File: config.mk
export PLATFORM = sky130hd
export DESIGN_NAME = modular_exponentiation
export DESIGN_NICKNAME = d
export VERILOG_FILES = /design/src/rtl/mexp_pkg.sv /design/src/rtl/modular_exponentiation.sv
export SDC_FILE = /design/constraint.sdc
export NUM_CORES = 1
export LEC_CHECK = 0
export ABC_CLOCK_PERIOD_IN_PS = 8600
export BUFFER_PORTS_ARGS = -buffer_cell sky130_fd_sc_hd__buf_2
export CORE_ASPECT_RATIO = 1.1
export CORE_MARGIN = 3
export CORE_UTILIZATION = 35
export CTS_BUF_LIST = sky130_fd_sc_hd__clkbuf_8
export CTS_CLUSTER_SIZE = 14
export DETAILED_ROUTE_END_ITERATION = 8
export PLACE_DENSITY = 0.58
export SETUP_SLACK_MARGIN = 0.02
export SLEW_MARGIN = 0
export SYNTH_ARGS = -nofsm -noshare
export SYNTH_HDL_FRONTEND = slang
export SYNTH_SLANG_ARGS = --single-unit
File: constraint.sdc
create_clock -name clock -period 8.6 [get_ports clock]
set_input_delay 0.86 -clock clock [delete_from_list [all_inputs] [get_ports clock]]
set_output_delay 0.86 -clock clock [all_outputs]
set_load 0.02 [all_outputs]
File: src/rtl/mexp_pkg.sv
package mexp_pkg;

   localparam int MOD_W  = 16;
   localparam int BASE_W = 31;
   localparam int EXP_W  = 32;
   localparam int PROD_W = 2 * MOD_W;

   // restoring remainder: one dividend bit per cycle
   localparam int DIV_STEPS = PROD_W;
   localparam int CNT_W     = $clog2(DIV_STEPS);

   localparam logic [MOD_W-1:0] MOD_RESET = 16'd97;
   localparam logic [MOD_W-1:0] MOD_ONE   = 16'd1;

   typedef logic [MOD_W-1:0]  mod_type;
   typedef logic [PROD_W-1:0] prod_type;

endpackage

File: src/rtl/modular_exponentiation.sv
// Channel   Direction  Ports                                   Beat taken when
// request   in         req_start, req_base_value, req_exponent req_start & !busy
// response  out        rsp_valid, rsp_residue                  rsp_valid (one cycle)
// csr       in         csr_valid, csr_ready, csr_data          csr_valid & csr_ready
//
// One remainder unit (1 bit/cycle) behind one 16x16 multiplier.
// Squarings stop once no set exponent bit is left.
// Synchronous active-high reset; modulus returns to 97.
// busy is high while an item is in work; the response cannot be stalled.
module modular_exponentiation #(
   parameter int EXP_BITS = 32
) (
   input  logic                             clock,
   input  logic                             reset,
   input  logic                             req_start,
   input  logic [mexp_pkg::BASE_W-1:0]      req_base_value,
   input  logic [mexp_pkg::EXP_W-1:0]       req_exponent,
   output logic                             busy,
   output logic                             rsp_valid,
   output logic [mexp_pkg::MOD_W-1:0]       rsp_residue,
   input  logic                             csr_valid,
   output logic                             csr_ready,
   input  logic [mexp_pkg::MOD_W-1:0]       csr_data
);

   // bits beyond the exponent field are ignored and never touch the accumulator
   localparam int SCAN   = (EXP_BITS < mexp_pkg::EXP_W) ? EXP_BITS : mexp_pkg::EXP_W;
   localparam int LEFT_W = $clog2(SCAN + 1);

   typedef enum logic [1:0] {IDLE, DIV, CHECK} state_type;
   typedef enum logic [1:0] {T_BASE, T_ACC, T_SQR} target_type;

   state_type                      state_ff, state_in;
   target_type                     target_ff, target_in;
   mexp_pkg::mod_type              modulus_ff, modulus_in;
   mexp_pkg::mod_type              base_ff, base_in;
   mexp_pkg::mod_type              acc_ff, acc_in;
   mexp_pkg::mod_type              rem_ff, rem_in;
   mexp_pkg::mod_type              residue_ff, residue_in;
   mexp_pkg::prod_type             div_ff, div_in;
   logic [mexp_pkg::EXP_W-1:0]     exp_ff, exp_in;
   logic [LEFT_W-1:0]              left_ff, left_in;
   logic [mexp_pkg::CNT_W-1:0]     cnt_ff, cnt_in;
   logic                           rsp_valid_ff, rsp_valid_in;

   logic                           use_acc;
   mexp_pkg::prod_type             product;
   logic [mexp_pkg::MOD_W:0]       trial;
   logic [mexp_pkg::MOD_W:0]       mod_ext;
   mexp_pkg::mod_type              rem_step;

   assign use_acc = (target_ff != T_ACC) && exp_ff[0];
   assign product = mexp_pkg::PROD_W'(use_acc ? acc_ff : base_ff)
                  * mexp_pkg::PROD_W'(base_ff);

   assign trial   = {rem_ff, div_ff[mexp_pkg::PROD_W-1]};
   assign mod_ext = {1'b0, modulus_ff};
   assign rem_step = (trial >= mod_ext) ? mexp_pkg::MOD_W'(trial - mod_ext)
                                        : mexp_pkg::MOD_W'(trial);

   always_comb begin
      state_in     = state_ff;
      target_in    = target_ff;
      modulus_in   = modulus_ff;
      base_in      = base_ff;
      acc_in       = acc_ff;
      rem_in       = rem_ff;
      residue_in   = residue_ff;
      div_in       = div_ff;
      exp_in       = exp_ff;
      left_in      = left_ff;
      cnt_in       = cnt_ff;
      rsp_valid_in = 1'b0;

      if (csr_valid) begin
         modulus_in = (csr_data == '0) ? mexp_pkg::MOD_ONE : csr_data;
      end

      case (state_ff)
         IDLE: begin
            if (req_start) begin
               div_in    = {1'b0, req_base_value};
               exp_in    = req_exponent;
               left_in   = LEFT_W'(SCAN);
               acc_in    = mexp_pkg::MOD_ONE;
               target_in = T_BASE;
               rem_in    = '0;
               cnt_in    = '0;
               state_in  = DIV;
            end
         end
         DIV: begin
            rem_in = rem_step;
            div_in = {div_ff[mexp_pkg::PROD_W-2:0], 1'b0};
            cnt_in = cnt_ff + 1'b1;
            if (cnt_ff == mexp_pkg::CNT_W'(mexp_pkg::DIV_STEPS - 1)) begin
               state_in = CHECK;
               case (target_ff)
                  T_ACC:   acc_in = rem_step;
                  T_SQR: begin
                     base_in = rem_step;
                     exp_in  = exp_ff >> 1;
                     left_in = left_ff - 1'b1;
                  end
                  default: base_in = rem_step;
               endcase
            end
         end
         CHECK: begin
            rem_in = '0;
            cnt_in = '0;
            div_in = product;
            if (target_ff == T_ACC) begin
               target_in = T_SQR;
               state_in  = DIV;
            end else if (left_ff == '0 || exp_ff == '0) begin
               residue_in   = acc_ff;
               rsp_valid_in = 1'b1;
               state_in     = IDLE;
            end else begin
               target_in = use_acc ? T_ACC : T_SQR;
               state_in  = DIV;
            end
         end
         default: state_in = IDLE;
      endcase
   end

   always_ff @(posedge clock) begin
      if (reset) begin
         state_ff     <= IDLE;
         modulus_ff   <= mexp_pkg::MOD_RESET;
         rsp_valid_ff <= 1'b0;
      end else begin
         state_ff     <= state_in;
         modulus_ff   <= modulus_in;
         rsp_valid_ff <= rsp_valid_in;
      end
      target_ff  <= target_in;
      base_ff    <= base_in;
      acc_ff     <= acc_in;
      rem_ff     <= rem_in;
      residue_ff <= residue_in;
      div_ff     <= div_in;
      exp_ff     <= exp_in;
      left_ff    <= left_in;
      cnt_ff     <= cnt_in;
   end

   assign busy        = (state_ff != IDLE);
   assign rsp_valid   = rsp_valid_ff;
   assign rsp_residue = residue_ff;
   assign csr_ready   = 1'b1;

   a_strobe_single: assert property (@(posedge clock) disable iff (reset)
      rsp_valid_ff |=> !rsp_valid_ff)
      else $error("response strobe held");

   a_strobe_from_check: assert property (@(posedge clock) disable iff (reset)
      rsp_valid_ff |-> $past(state_ff == CHECK))
      else $error("response without final check");

   a_start_busy: assert property (@(posedge clock) disable iff (reset)
      (req_start && !busy) |=> busy)
      else $error("accepted beat did not start work");

   a_modulus_nonzero: assert property (@(posedge clock) disable iff (reset)
      modulus_ff != '0)
      else $error("modulus zero");

   a_rem_below_mod: assert property (@(posedge clock) disable iff (reset)
      (state_ff == DIV && !$past(csr_valid)) |-> rem_ff < modulus_ff)
      else $error("partial remainder out of range");

endmodule
## Yosys cells after proc, flatten, opt, wreduce, memory -nomap -nowiden

Index checks and enable logic that the tools add are counted.

| word-level totals | value |
|---|---|
| output and inout port bits | 19 |
| bits of input ports | 83 |
| flip-flop bits (word level) | 160 |

| operators by class | value |
|---|---|
| $lt $le $gt $ge | 1 |
| multipliers | 1 |
| add/sub/neg operators | 3 |
| equal/unequal tests | 11 |
| reductions and logical operators | 18 |
| muxes and demuxes | 32 |
| bitwise gates (word level) | 2 |

Operators by type and width:

| kind | number |
|---|---|
| 32-bit two-way mux | 4 |
| 16-bit two-way mux | 7 |
| 32-bit one-hot mux with 3 select lines | 1 |
| 32-bit one-hot mux with 2 select lines | 1 |
| 16-bit one-hot mux with 3 select lines | 1 |
| 32-bit logical NOT | 1 |
| 16-bit by 16-bit multiplier with 32-bit output | 1 |
| 16-bit one-hot mux with 2 select lines | 1 |
| 6-bit two-way mux | 3 |
| 17-bit by 16-bit >= comparator with 1-bit output | 1 |
| 16-bit logical NOT | 1 |
| 16-bit subtractor | 1 |
| 5-bit one-hot mux with 3 select lines | 1 |
| 2-bit two-way mux | 6 |
| 6-bit one-hot mux with 2 select lines | 1 |
| 3-bit AND reduction | 3 |
| 2-bit inequality test, second input constant | 4 |
| 4-bit AND reduction | 2 |
| 6-bit logical NOT | 1 |
| 2-bit one-hot mux with 3 select lines | 1 |
| 2-bit nonzero test | 3 |
| 6-bit by 1-bit subtractor with 6-bit output, second input constant | 1 |
| 5-bit by 1-bit adder with 5-bit output, second input constant | 1 |
| 5-bit == test, second input constant | 1 |
| other kinds (14) | 20 |

## Longest topological paths before layout

Gate-level depths: netlist of the first run.

| depth | value |
|---|---|
| word-level depth | 6 |
| depth in mapped cells | 27 |
| mapped depth without buffers | 26 |

## Worst setup path before layout of the first run

Ideal clock, no wire load.

| path | value |
|---|---|
| path kind | reg-to-reg |
| start point | reg target_ff[1] |
| end point | reg div_ff[28], data pin |
| slack | 1.638 ns |
| stages on the path, launching flop included | 25 |
| period minus slack after synthesis | 6.962 ns |
| path buffers | 2 |
| data arrival time | 6.821 ns |
| required time | 8.458 ns |
| path through | edfxtp_1 nand2b_1 nand2_1 buf_1 mux2_2 clkbuf_1 nand2_1 fa_1 fa_1 fa_1 fa_1 inv_1 fa_1 inv_1 fa_1 inv_1 ha_1 and3_1 a31oi_1 a211oi_2 a311oi_2 o31ai_2 nand3_1 mux2_4 o21ai_2 |

| on the way | value |
|---|---|
| word-level cells in the longest chain between the ends | 5 |

Ends and longest elaborated chain:

| what | line | RTL |
|---|---|---|
| from (decl) | modular_exponentiation.sv:34 | `target_type target_ff, target_in;` |
| from (signal assigned) | modular_exponentiation.sv:139 | `target_ff <= target_in;` |
| 2-bit by 1-bit inequality test with 1-bit output | modular_exponentiation.sv:52 | `assign use_acc = (target_ff != T_ACC) && exp_ff[0];` |
| 1-bit logical AND | modular_exponentiation.sv:52 |  |
| 16-bit two-way mux | modular_exponentiation.sv:53 | `assign product = mexp_pkg::PROD_W'(use_acc ? acc_ff : base_ff)` |
| 16-bit by 16-bit multiplier with 32-bit output | modular_exponentiation.sv:54 | `* mexp_pkg::PROD_W'(base_ff);` |
| 32-bit one-hot mux with 3 select lines | modular_exponentiation.sv:79 | `case (state_ff)` |
| named net div_in[28] | modular_exponentiation.sv:40 | `mexp_pkg::prod_type div_ff, div_in;` |
| to (signal assigned) | modular_exponentiation.sv:144 | `div_ff <= div_in;` |
| to (decl) | modular_exponentiation.sv:40 |  |

The timed path passes the listed nets, and every way through them passes these cells.
A chain may end at the register's enable or synchronous reset.

## Final worst setup path of the first run

| path | value |
|---|---|
| start point | reg target_ff[1] |
| end point | reg div_ff[30], data pin |

The elaborated chain is that of the path after synthesis.

==> reports/qor.tcl, run 1 <==
set qor(run_status) {completed}
set qor(post_cts_resize_count) 0
set qor(asyncSetResetFlopFracSynth_pct) 0
set qor(tritoncts) {built}
set qor(portBuffers) 100
set qor(area_delta_synth_final_pct) 8.94
set qor(layout-drive-gt1-share_pct) 12.6
set qor(cts_hold_repair.buffers) 0
set qor(numCtsBuffers) 17
set qor(synth_enable_flop_cells) 141
set qor(track_usage_pct) 16.8
set qor(final_antenna_net_count) 0
set qor(effective_utilization_at_floorplan_pct) 35.8
set qor(wire_per_inst_microns) 17.7
set qor(timing.critical_path.mode_cell) {sky130_fd_sc_hd__fa_1}
set qor(cts.clk_slew.worst_paths_ps) 100
set qor(cts_buffer_depth) 2
set qor(vias_in_the_first_global_route) 12000
set qor(timing_worst_slew_pin_value_ps) 797
set qor(wirelength_microns) 39800
set qor(critPathKind) {reg2reg}
set qor(timing.critical_path.arrival_ps) 7960
set qor(max_cap_violations) 0
set qor(startpoint_type) {flip-flop}
set qor(max_clock_freq_mhz) 129
set qor(avgSynthCellArea_sq_um) 10.1
set qor(worst_skew_pair_latency_ps) 480
set qor(avgViaCountPerCell) 4.97
set qor(post-route-drc-count) 0
set qor(h-tree-depth) 4
set qor(nNetsFinal) 2066
set qor(grt_antenna_before_repair) 0
set qor(boundaryPins) 102
set qor(worst_hold_path_type) {reg2reg}
set qor(grt_overflow) 0
set qor(cts_setup_buffers) 0
set qor(dr_total_vias) 11200
set qor(synthesis.nets) 2000
set qor(hold-worst-slack_ps) 501
set qor(die-area_sq_um) 48700
set qor(tritoncts_num_sinks) 160
set qor(timing.final.hold_violations) 0
set qor(die_y_microns) 231
set qor(pin_count_of_the_biggest_net_entering_global_routing) 52
set qor(yosysWarningCount) 0
set qor(synth_sequential_area_ratio_pct) 28.6
set qor(report.final.slew_viol_count) 0
set qor(synth_flop_cell) {sky130_fd_sc_hd__edfxtp_1}
set qor(finalSetupViolations) 0
set qor(synth.ff_latch_count) 160
set qor(antennaDiodeCount) 0
set qor(global_route_wire_length_before_repair_microns) 64700
set qor(cts-root-buf) {sky130_fd_sc_hd__clkbuf_8}
set qor(placement_rows) 81
set qor(worst-path-max-fanout) 29
set qor(finalCritPeriodShare_pct) 89.9
set qor(syn-instance-count) 1594
set qor(maximum_clock_skew_at_final_layout_ps) 21.6
set qor(timing.critical_path.required_ps) 8820
set qor(routabilityCongestion) 0.865
set qor(synthDistinctLibCells) 69
set qor(dp.final_hpwl_microns) 31700
set qor(count_of_tritonroute_iterations_in_the_first_routing_pass) 5
set qor(setup_tns_ps) 0
set qor(rsz0062_at_grt) {no}
set qor(dr.first_iter.drc_count) 626
set qor(synth.cell_area_sq_um) 16100
set qor(timing.max_slew.rel_slack_pct) 46.8
set qor(floorplan_core_area_sq_um) 45000
set qor(worstSetupEndpointType) {flip-flop}
set qor(floorplan.die.width_microns) 211
set qor(layout_min_cycle_time_ps) 7740
set qor(critPathMaxStageDelay_ps) 550
set qor(critical-path-slowest-cell) {sky130_fd_sc_hd__fa_1}
[cells in the final DEF (no fill, tap or decap), types with 15 or more instances in the layout]
master / n
sky130_fd_sc_hd__edfxtp_1: 141
sky130_fd_sc_hd__fa_1: 195
sky130_fd_sc_hd__ha_1: 127
sky130_fd_sc_hd__o21ai_1: 26
sky130_fd_sc_hd__xor2_1: 20
sky130_fd_sc_hd__mux2i_1: 15
sky130_fd_sc_hd__nor2b_1: 22
sky130_fd_sc_hd__nor2_1: 55
sky130_fd_sc_hd__nand2_1: 183
sky130_fd_sc_hd__dfxtp_1: 19
sky130_fd_sc_hd__buf_2: 100
sky130_fd_sc_hd__o21ai_0: 35
sky130_fd_sc_hd__a21oi_1: 71
sky130_fd_sc_hd__buf_4: 15
sky130_fd_sc_hd__and2_1: 129
sky130_fd_sc_hd__clkbuf_8: 17
sky130_fd_sc_hd__mux2_2: 49
sky130_fd_sc_hd__nand3_1: 17
sky130_fd_sc_hd__xnor2_1: 24
sky130_fd_sc_hd__inv_1: 263
[registers in the layout, indices dropped and copies added, names as in the netlist]
signal,flops
modulus_ff,16
target_ff,2
div_ff,32
base_ff,16
acc_ff,16
rsp_residue,16
state_ff,2
cnt_ff,5
rem_ff,16
rsp_valid,1
exp_ff,32
left_ff,6
[metrics by stage]
step | area (sq um) | setup WS [ps] | utilization, % | std cells
final | 17600 | 865 | 39.0 | 2254
after global placement | 17200 | 841 | 38.1 | 2222
after floorplan | 16100 | 1640 | - | 1594
after global routing | 17600 | 371 | 39.0 | 2254
after CTS | 17600 | 835 | 39.0 | 2254
after detailed placement | 17200 | 817 | 38.1 | 2222
[final timing paths]
path / start / end / cells after the start / slack [ps]
hold reg to reg: modulus_ff[11] / modulus_ff[11] / 2 / 500
setup reg to reg: target_ff[1] / div_ff[30] / 25 / 860
setup / recovery: target_ff[1] / div_ff[30] / 25 / 860
hold / removal: modulus_ff[11] / modulus_ff[11] / 2 / 500
[worst max-delay path, delay by kind of cell (launching register included)]
family          cells  cell delay (ps)
buf+inv             5              540
mux                 1              500
simple gates        6             1190
compound gates      5             1200
fa+ha+maj           7             3410
flops               1              390
xor+xnor            1              280
[cells by family after synthesis]
kind of cell	Yosys count	synth area share, %
fa+ha+maj	323	34.2
buf+inv	331	8.14
compound gates	216	8.37
simple gates	453	13.8
xor+xnor	44	2.39
other cells	1	0.0233
flops	160	28.6
mux	66	4.52
[final cells by class]
type	count	area, sq um
Timing Repair Buffer	115	613
Sequential cell	160	4610
Tap cell	581	727
Multi-Input combinational cell	1103	10200
Clock inverter	15	165
Inverter	263	987
Fill cell	4526	27400
Clock buffer	17	234
[cells in the mapped netlist, types with 6 or more instances]
master                       n  area (sq um)
sky130_fd_sc_hd__mux2i_1    15           150
sky130_fd_sc_hd__mux2_2     49           552
sky130_fd_sc_hd__inv_1     263           987
sky130_fd_sc_hd__o21ai_1    26           130
sky130_fd_sc_hd__nor2_1     55           206
sky130_fd_sc_hd__nand2_1   183           687
sky130_fd_sc_hd__edfxtp_1  141          4230
sky130_fd_sc_hd__nand4_1     8          50.1
sky130_fd_sc_hd__xor2_1     20           175
sky130_fd_sc_hd__a21o_1     14           105
sky130_fd_sc_hd__a22oi_1    12          90.1
sky130_fd_sc_hd__and3_1      6          37.5
sky130_fd_sc_hd__a211oi_1    6          45.0
sky130_fd_sc_hd__o21ai_0    35           175
sky130_fd_sc_hd__o211ai_1    6          45.0
sky130_fd_sc_hd__xnor2_1    24           210
sky130_fd_sc_hd__dfxtp_1    19           380
sky130_fd_sc_hd__o21a_1     11          82.6
sky130_fd_sc_hd__a21oi_1    72           360
sky130_fd_sc_hd__and2_1    129           807
sky130_fd_sc_hd__clkbuf_1   53           199
sky130_fd_sc_hd__nand2b_1    7          43.8
sky130_fd_sc_hd__nor3_1      6          30.0
sky130_fd_sc_hd__nand3_1    17          85.1
sky130_fd_sc_hd__nor2b_1    23           144
sky130_fd_sc_hd__fa_1      195          3900
sky130_fd_sc_hd__nor4_1     11          68.8
sky130_fd_sc_hd__ha_1      128          1600
[layer usage]
| metal | GRT usage [%] | wire length, microns | up-vias |
|---|---|---|---|
| li1 | - | - | 5315 |
| met1 | 21.9 | 17500 | 5609 |
| met2 | 29.6 | 20400 | 239 |
| met3 | 2.23 | 1290 | 45 |
| met4 | 4.23 | 664 | 0 |
| met5 | 0 | 0 | - |
Power of run 1 is not shown: default switching activity piles up to over one toggle a cycle in this logic, so the estimate is an artifact.
==> run 2: changes to the inputs <==
- PLACE_DENSITY: 0.58 -> default
==> reports/qor.tcl, run 2 (synthesis gave the netlist of run 1 again) <==
set qor(run_status) {completed}
set qor(layout-drive-gt1-share_pct) 12.1
set qor(cts-root-buf) {sky130_fd_sc_hd__clkbuf_8}
set qor(final_antenna_net_count) 0
set qor(grt_antenna_before_repair) 0
set qor(post_cts_resize_count) 0
set qor(effective_utilization_at_floorplan_pct) 35.8
set qor(maximum_clock_skew_at_final_layout_ps) 35.7
set qor(timing.max_slew.rel_slack_pct) 19.8
set qor(critPathKind) {reg2reg}
set qor(report.final.slew_viol_count) 0
set qor(tritoncts) {built}
set qor(wirelength_microns) 39800
set qor(grt_overflow) 0
set qor(routabilityCongestion) 0.907
set qor(timing.critical_path.arrival_ps) 8000
set qor(die_y_microns) 231
set qor(nNetsFinal) 2058
set qor(numCtsBuffers) 17
set qor(finalSetupViolations) 0
set qor(cts.clk_slew.worst_paths_ps) 100
set qor(h-tree-depth) 4
set qor(area_delta_synth_final_pct) 8.60
set qor(dr_total_vias) 11200
set qor(timing.critical_path.required_ps) 8950
set qor(rsz0062_at_grt) {no}
set qor(cts_setup_buffers) 0
set qor(max_clock_freq_mhz) 131
set qor(top_regs) {div_ff: 32 flops, exp_ff: 32 flops}
set qor(dr.first_iter.drc_count) 515
set qor(hold_path.startpoint) {acc_ff[12]}
set qor(floorplan_core_area_sq_um) 45000
set qor(setup_tns_ps) 0
set qor(cts_hold_repair.buffers) 0
set qor(track_usage_pct) 16.9
set qor(max_cap_violations) 0
set qor(launch_instance_of_the_worst_register_to_register_path) {target_ff[1]}
set qor(worst_setup_path_startpoint) {target_ff[1]}
set qor(startpoint_type) {flip-flop}
set qor(worst_hold_path_type) {reg2reg}
set qor(global_route_wire_length_before_repair_microns) 65200
set qor(die-area_sq_um) 48700
set qor(wire_per_inst_microns) 17.7
set qor(finalCritPeriodShare_pct) 89.0
set qor(pin_count_of_the_biggest_net_entering_global_routing) 71
set qor(antennaDiodeCount) 0
set qor(count_of_tritonroute_iterations_in_the_first_routing_pass) 5
set qor(portBuffers) 100
set qor(leading_cell_types_in_the_layout_fill_and_taps_excluded) {264 x sky130_fd_sc_hd__inv_1, 195 x sky130_fd_sc_hd__fa_1, 183 x sky130_fd_sc_hd__nand2_1, 141 x sky130_fd_sc_hd__edfxtp_1, 129 x sky130_fd_sc_hd__and2_1}
set qor(tritoncts_num_sinks) 160
set qor(vias_in_the_first_global_route) 12000
set qor(worst-path-max-fanout) 17
set qor(dp.final_hpwl_microns) 31700
set qor(boundaryPins) 102
set qor(cts_buffer_depth) 2
set qor(timing.final.hold_violations) 0
set qor(layout_min_cycle_time_ps) 7650
set qor(worst_skew_pair_latency_ps) 510
set qor(worstSetupEndpointType) {flip-flop}
set qor(post-route-drc-count) 0
set qor(avgViaCountPerCell) 4.98
set qor(mostFrequentLayoutCell) {sky130_fd_sc_hd__inv_1}
set qor(timing_worst_slew_pin_value_ps) 1200
set qor(placement_rows) 81
set qor(floorplan.die.width_microns) 211
-- run 2: cell types whose count changed in the layout (fill, tap and decap cells not counted), sizes merged --
cell | previous run | this run
buf | 115 | 107
clkbuf | 17 | 18
bufinv | 1 | 2
inv | 273 | 268
clkinvlp | 1 | 2
clkinv | 3 | 5
-- run 2: critical path, stage by stage (launching register included) --
cell,delay (ps)
sky130_fd_sc_hd__edfxtp_1,390
sky130_fd_sc_hd__nand2b_1,230
sky130_fd_sc_hd__nand2_1,500
sky130_fd_sc_hd__buf_4,330
sky130_fd_sc_hd__mux2_2,490
sky130_fd_sc_hd__nand2_1,140
sky130_fd_sc_hd__fa_1,450
sky130_fd_sc_hd__fa_1,580
sky130_fd_sc_hd__fa_1,460
sky130_fd_sc_hd__fa_1,540
sky130_fd_sc_hd__inv_1,50
sky130_fd_sc_hd__fa_1,480
sky130_fd_sc_hd__inv_1,60
sky130_fd_sc_hd__fa_1,540
sky130_fd_sc_hd__inv_1,40
sky130_fd_sc_hd__ha_1,370
sky130_fd_sc_hd__a21oi_1,220
sky130_fd_sc_hd__o21ai_1,90
sky130_fd_sc_hd__a31oi_1,300
sky130_fd_sc_hd__a211oi_2,150
sky130_fd_sc_hd__a311oi_2,420
sky130_fd_sc_hd__o31ai_2,140
sky130_fd_sc_hd__nand3_1,140
sky130_fd_sc_hd__mux2_4,320
sky130_fd_sc_hd__o21ai_2,100
-- run 2: path summary, 6_finish.rpt --
path / end / slack, ps / cells after the start
worst min-delay path: rsp_residue[12] / 480 / 0
worst max-delay path: div_ff[28] / 950 / 24
worst min register to register: rsp_residue[12] / 480 / 0
worst max register to register: div_ff[28] / 950 / 24
-- run 2: metrics by stage --
stage / cell area [sq um] / util [%] / cells / worst slack (ps) / hold slack (ps)
2_1_floorplan: 16100 / - / 1594 / 1640 / 440
5_1_grt: 17500 / 38.9 / 2246 / 488 / 496
6_report: 17500 / 38.9 / 2246 / 947 / 480
3_3_place_gp: 17100 / 38.0 / 2214 / 1190 / 474
4_1_cts: 17500 / 38.9 / 2246 / 949 / 482
3_5_place_dp: 17100 / 38.0 / 2214 / 945 / 466
-- run 2: layout make-up --
cell class,instances,area (sq um)
Inverter,263,987
Sequential cell,160,4610
Tap cell,581,727
Clock inverter,14,156
Clock buffer,18,248
Timing Repair Buffer,107,553
Multi-Input combinational cell,1103,10200
Fill cell,4523,27500
-- run 2: layer usage --
metal	GRT usage (%)	share of wire (%)	vias to the layer above	wire length [microns]
met5	0	0	-	0
li1	-	-	5290	-
met4	4.48	2.1	0	836
met3	2.64	3.6	60	1430
met1	21.8	44	5601	17400
met2	29.7	51	237	20200
Power of run 2 is left out for the same reason.
==> run 3: changes to the inputs <==
- PLACE_DENSITY: default -> 0.48
==> reports/qor.tcl, run 3 (synthesis gave the netlist of run 1 again) <==
set qor(global_route_wire_length_before_repair_microns) 66400
set qor(tritoncts) {built}
set qor(layout-drive-gt1-share_pct) 12.6
set qor(worst-path-max-fanout) 26
set qor(critical-path-slowest-cell) {sky130_fd_sc_hd__nand2_1}
set qor(grt.met3_usage_pct) 2.75
set qor(timing.critical_path.required_ps) 8820
set qor(timing.final.hold_violations) 0
set qor(numCtsBuffers) 17
set qor(cts_hold_repair.buffers) 0
set qor(die_y_microns) 231
set qor(pin_count_of_the_biggest_net_entering_global_routing) 50
set qor(leading_cell_types_in_the_layout_fill_and_taps_excluded) {263 x sky130_fd_sc_hd__inv_1, 195 x sky130_fd_sc_hd__fa_1, 183 x sky130_fd_sc_hd__nand2_1, 141 x sky130_fd_sc_hd__edfxtp_1, 129 x sky130_fd_sc_hd__and2_1}
set qor(critPathMaxStageDelay_ps) 770
set qor(worstPathBufferInverterCount) 4
set qor(dp.final_hpwl_microns) 33200
set qor(mostFrequentLayoutCell) {sky130_fd_sc_hd__inv_1}
set qor(post_cts_resize_count) 0
set qor(wirelength_microns) 41600
set qor(rsz0062_at_grt) {no}
set qor(boundaryPins) 102
set qor(floorplan.die.width_microns) 211
set qor(portBuffers) 100
set qor(placement_rows) 81
set qor(count_of_tritonroute_iterations_in_the_first_routing_pass) 5
set qor(worstSetupEndpointType) {flip-flop}
set qor(run_status) {completed}
set qor(cpLargestDelayFamily) {adder cells}
set qor(avgViaCountPerCell) 4.93
set qor(cell_chain_of_the_critical_path) {nand2b_1, nand2_1, mux2_2, and2_1, fa_1, inv_1, fa_1, fa_1, fa_1, inv_1, fa_1, inv_1, fa_1, inv_1, ha_1, a21oi_1, o21ai_1, a31oi_1, nand2_1, a41oi_1, nor3_1, nor3_1, xor2_1, o21ai_0}
set qor(maximum_clock_skew_at_final_layout_ps) 15.1
set qor(max_cap_violations) 0
set qor(post-route-drc-count) 0
set qor(layout_min_cycle_time_ps) 8110
set qor(max_clock_freq_mhz) 123
set qor(nNetsFinal) 2067
set qor(track_usage_pct) 17.5
set qor(wire_per_inst_microns) 18.4
set qor(routabilityCongestion) 0.875
set qor(effective_utilization_at_floorplan_pct) 35.8
set qor(timing.critical_path.mode_cell) {sky130_fd_sc_hd__fa_1}
set qor(die-area_sq_um) 48700
set qor(worst_hold_path_type) {reg2reg}
set qor(timing.critical_path.arrival_ps) 8330
set qor(top_regs) {div_ff: 32 flops, exp_ff: 32 flops}
set qor(final_antenna_net_count) 0
set qor(grtUsageMet2_pct) 30.6
set qor(cts.clk_slew.worst_paths_ps) 90
set qor(finalSetupViolations) 0
set qor(cts_buffer_depth) 2
set qor(h-tree-depth) 4
set qor(timing.max_slew.rel_slack_pct) 33.0
set qor(report.final.slew_viol_count) 0
set qor(dr_total_vias) 11100
set qor(area_delta_synth_final_pct) 8.90
set qor(met1_usage_pct) 23.0
set qor(critPathKind) {reg2reg}
set qor(grt_overflow) 0
set qor(tritoncts_num_sinks) 160
set qor(timing_worst_slew_pin_value_ps) 1000
set qor(startpoint_type) {flip-flop}
set qor(global_route.peak_usage_layer) {met2}
set qor(setup_tns_ps) 0
set qor(cts_setup_buffers) 0
set qor(floorplan_core_area_sq_um) 45000
set qor(grt_antenna_before_repair) 0
set qor(dr.first_iter.drc_count) 583
set qor(cts-root-buf) {sky130_fd_sc_hd__clkbuf_8}
set qor(finalCritPeriodShare_pct) 94.3
set qor(vias_in_the_first_global_route) 11900
set qor(antennaDiodeCount) 0
set qor(worst_skew_pair_latency_ps) 490
## run 3: tightest hold or removal path, cell delays in order (launching register included)
cell                       delay (ps)
sky130_fd_sc_hd__dfxtp_1          300
sky130_fd_sc_hd__inv_1             70
sky130_fd_sc_hd__o211ai_1          80
## run 3: layer usage
metal  vias up  routed length [microns]  part of all wire, %
li1       5321                        -                    -
met1      5591                    18700                   45
met2       174                    21100                   51
met3        37                     1210                  2.9
met4         0                      592                  1.4
met5         -                        0                    0
## run 3: per-stage QoR
stage | hold slack, ps | instances | cell area [sq um] | setup slack (ps) | utilization [%]
floorplan | 440 | 1594 | 16100 | 1640 | -
finish | 494 | 2255 | 17600 | 491 | 39.0
global placement | 478 | 2223 | 17200 | 563 | 38.2
CTS | 499 | 2255 | 17600 | 461 | 39.0
detailed placement | 483 | 2223 | 17200 | 481 | 38.2
global route | 532 | 2255 | 17600 | 83.3 | 39.0
## run 3: final cells by class
class | count | area [sq um]
clock buffers | 17 | 234
clock inverters | 15 | 151
fillers | 4560 | 27400
inverters | 263 | 987
multi-input cells | 1103 | 10200
flip-flops and latches | 160 | 4610
well taps | 581 | 727
repair buffers | 116 | 621
## run 3: worst paths after layout
path	start	endpoint	slack [ps]	cells after the start
worst max-delay path	target_ff[1]	div_ff[30]	490	24
worst min-delay path	modulus_ff[6]	modulus_ff[6]	490	2
worst max register to register	target_ff[1]	div_ff[30]	490	24
worst min register to register	modulus_ff[6]	modulus_ff[6]	490	2
Power of run 3 is left out for the same reason.
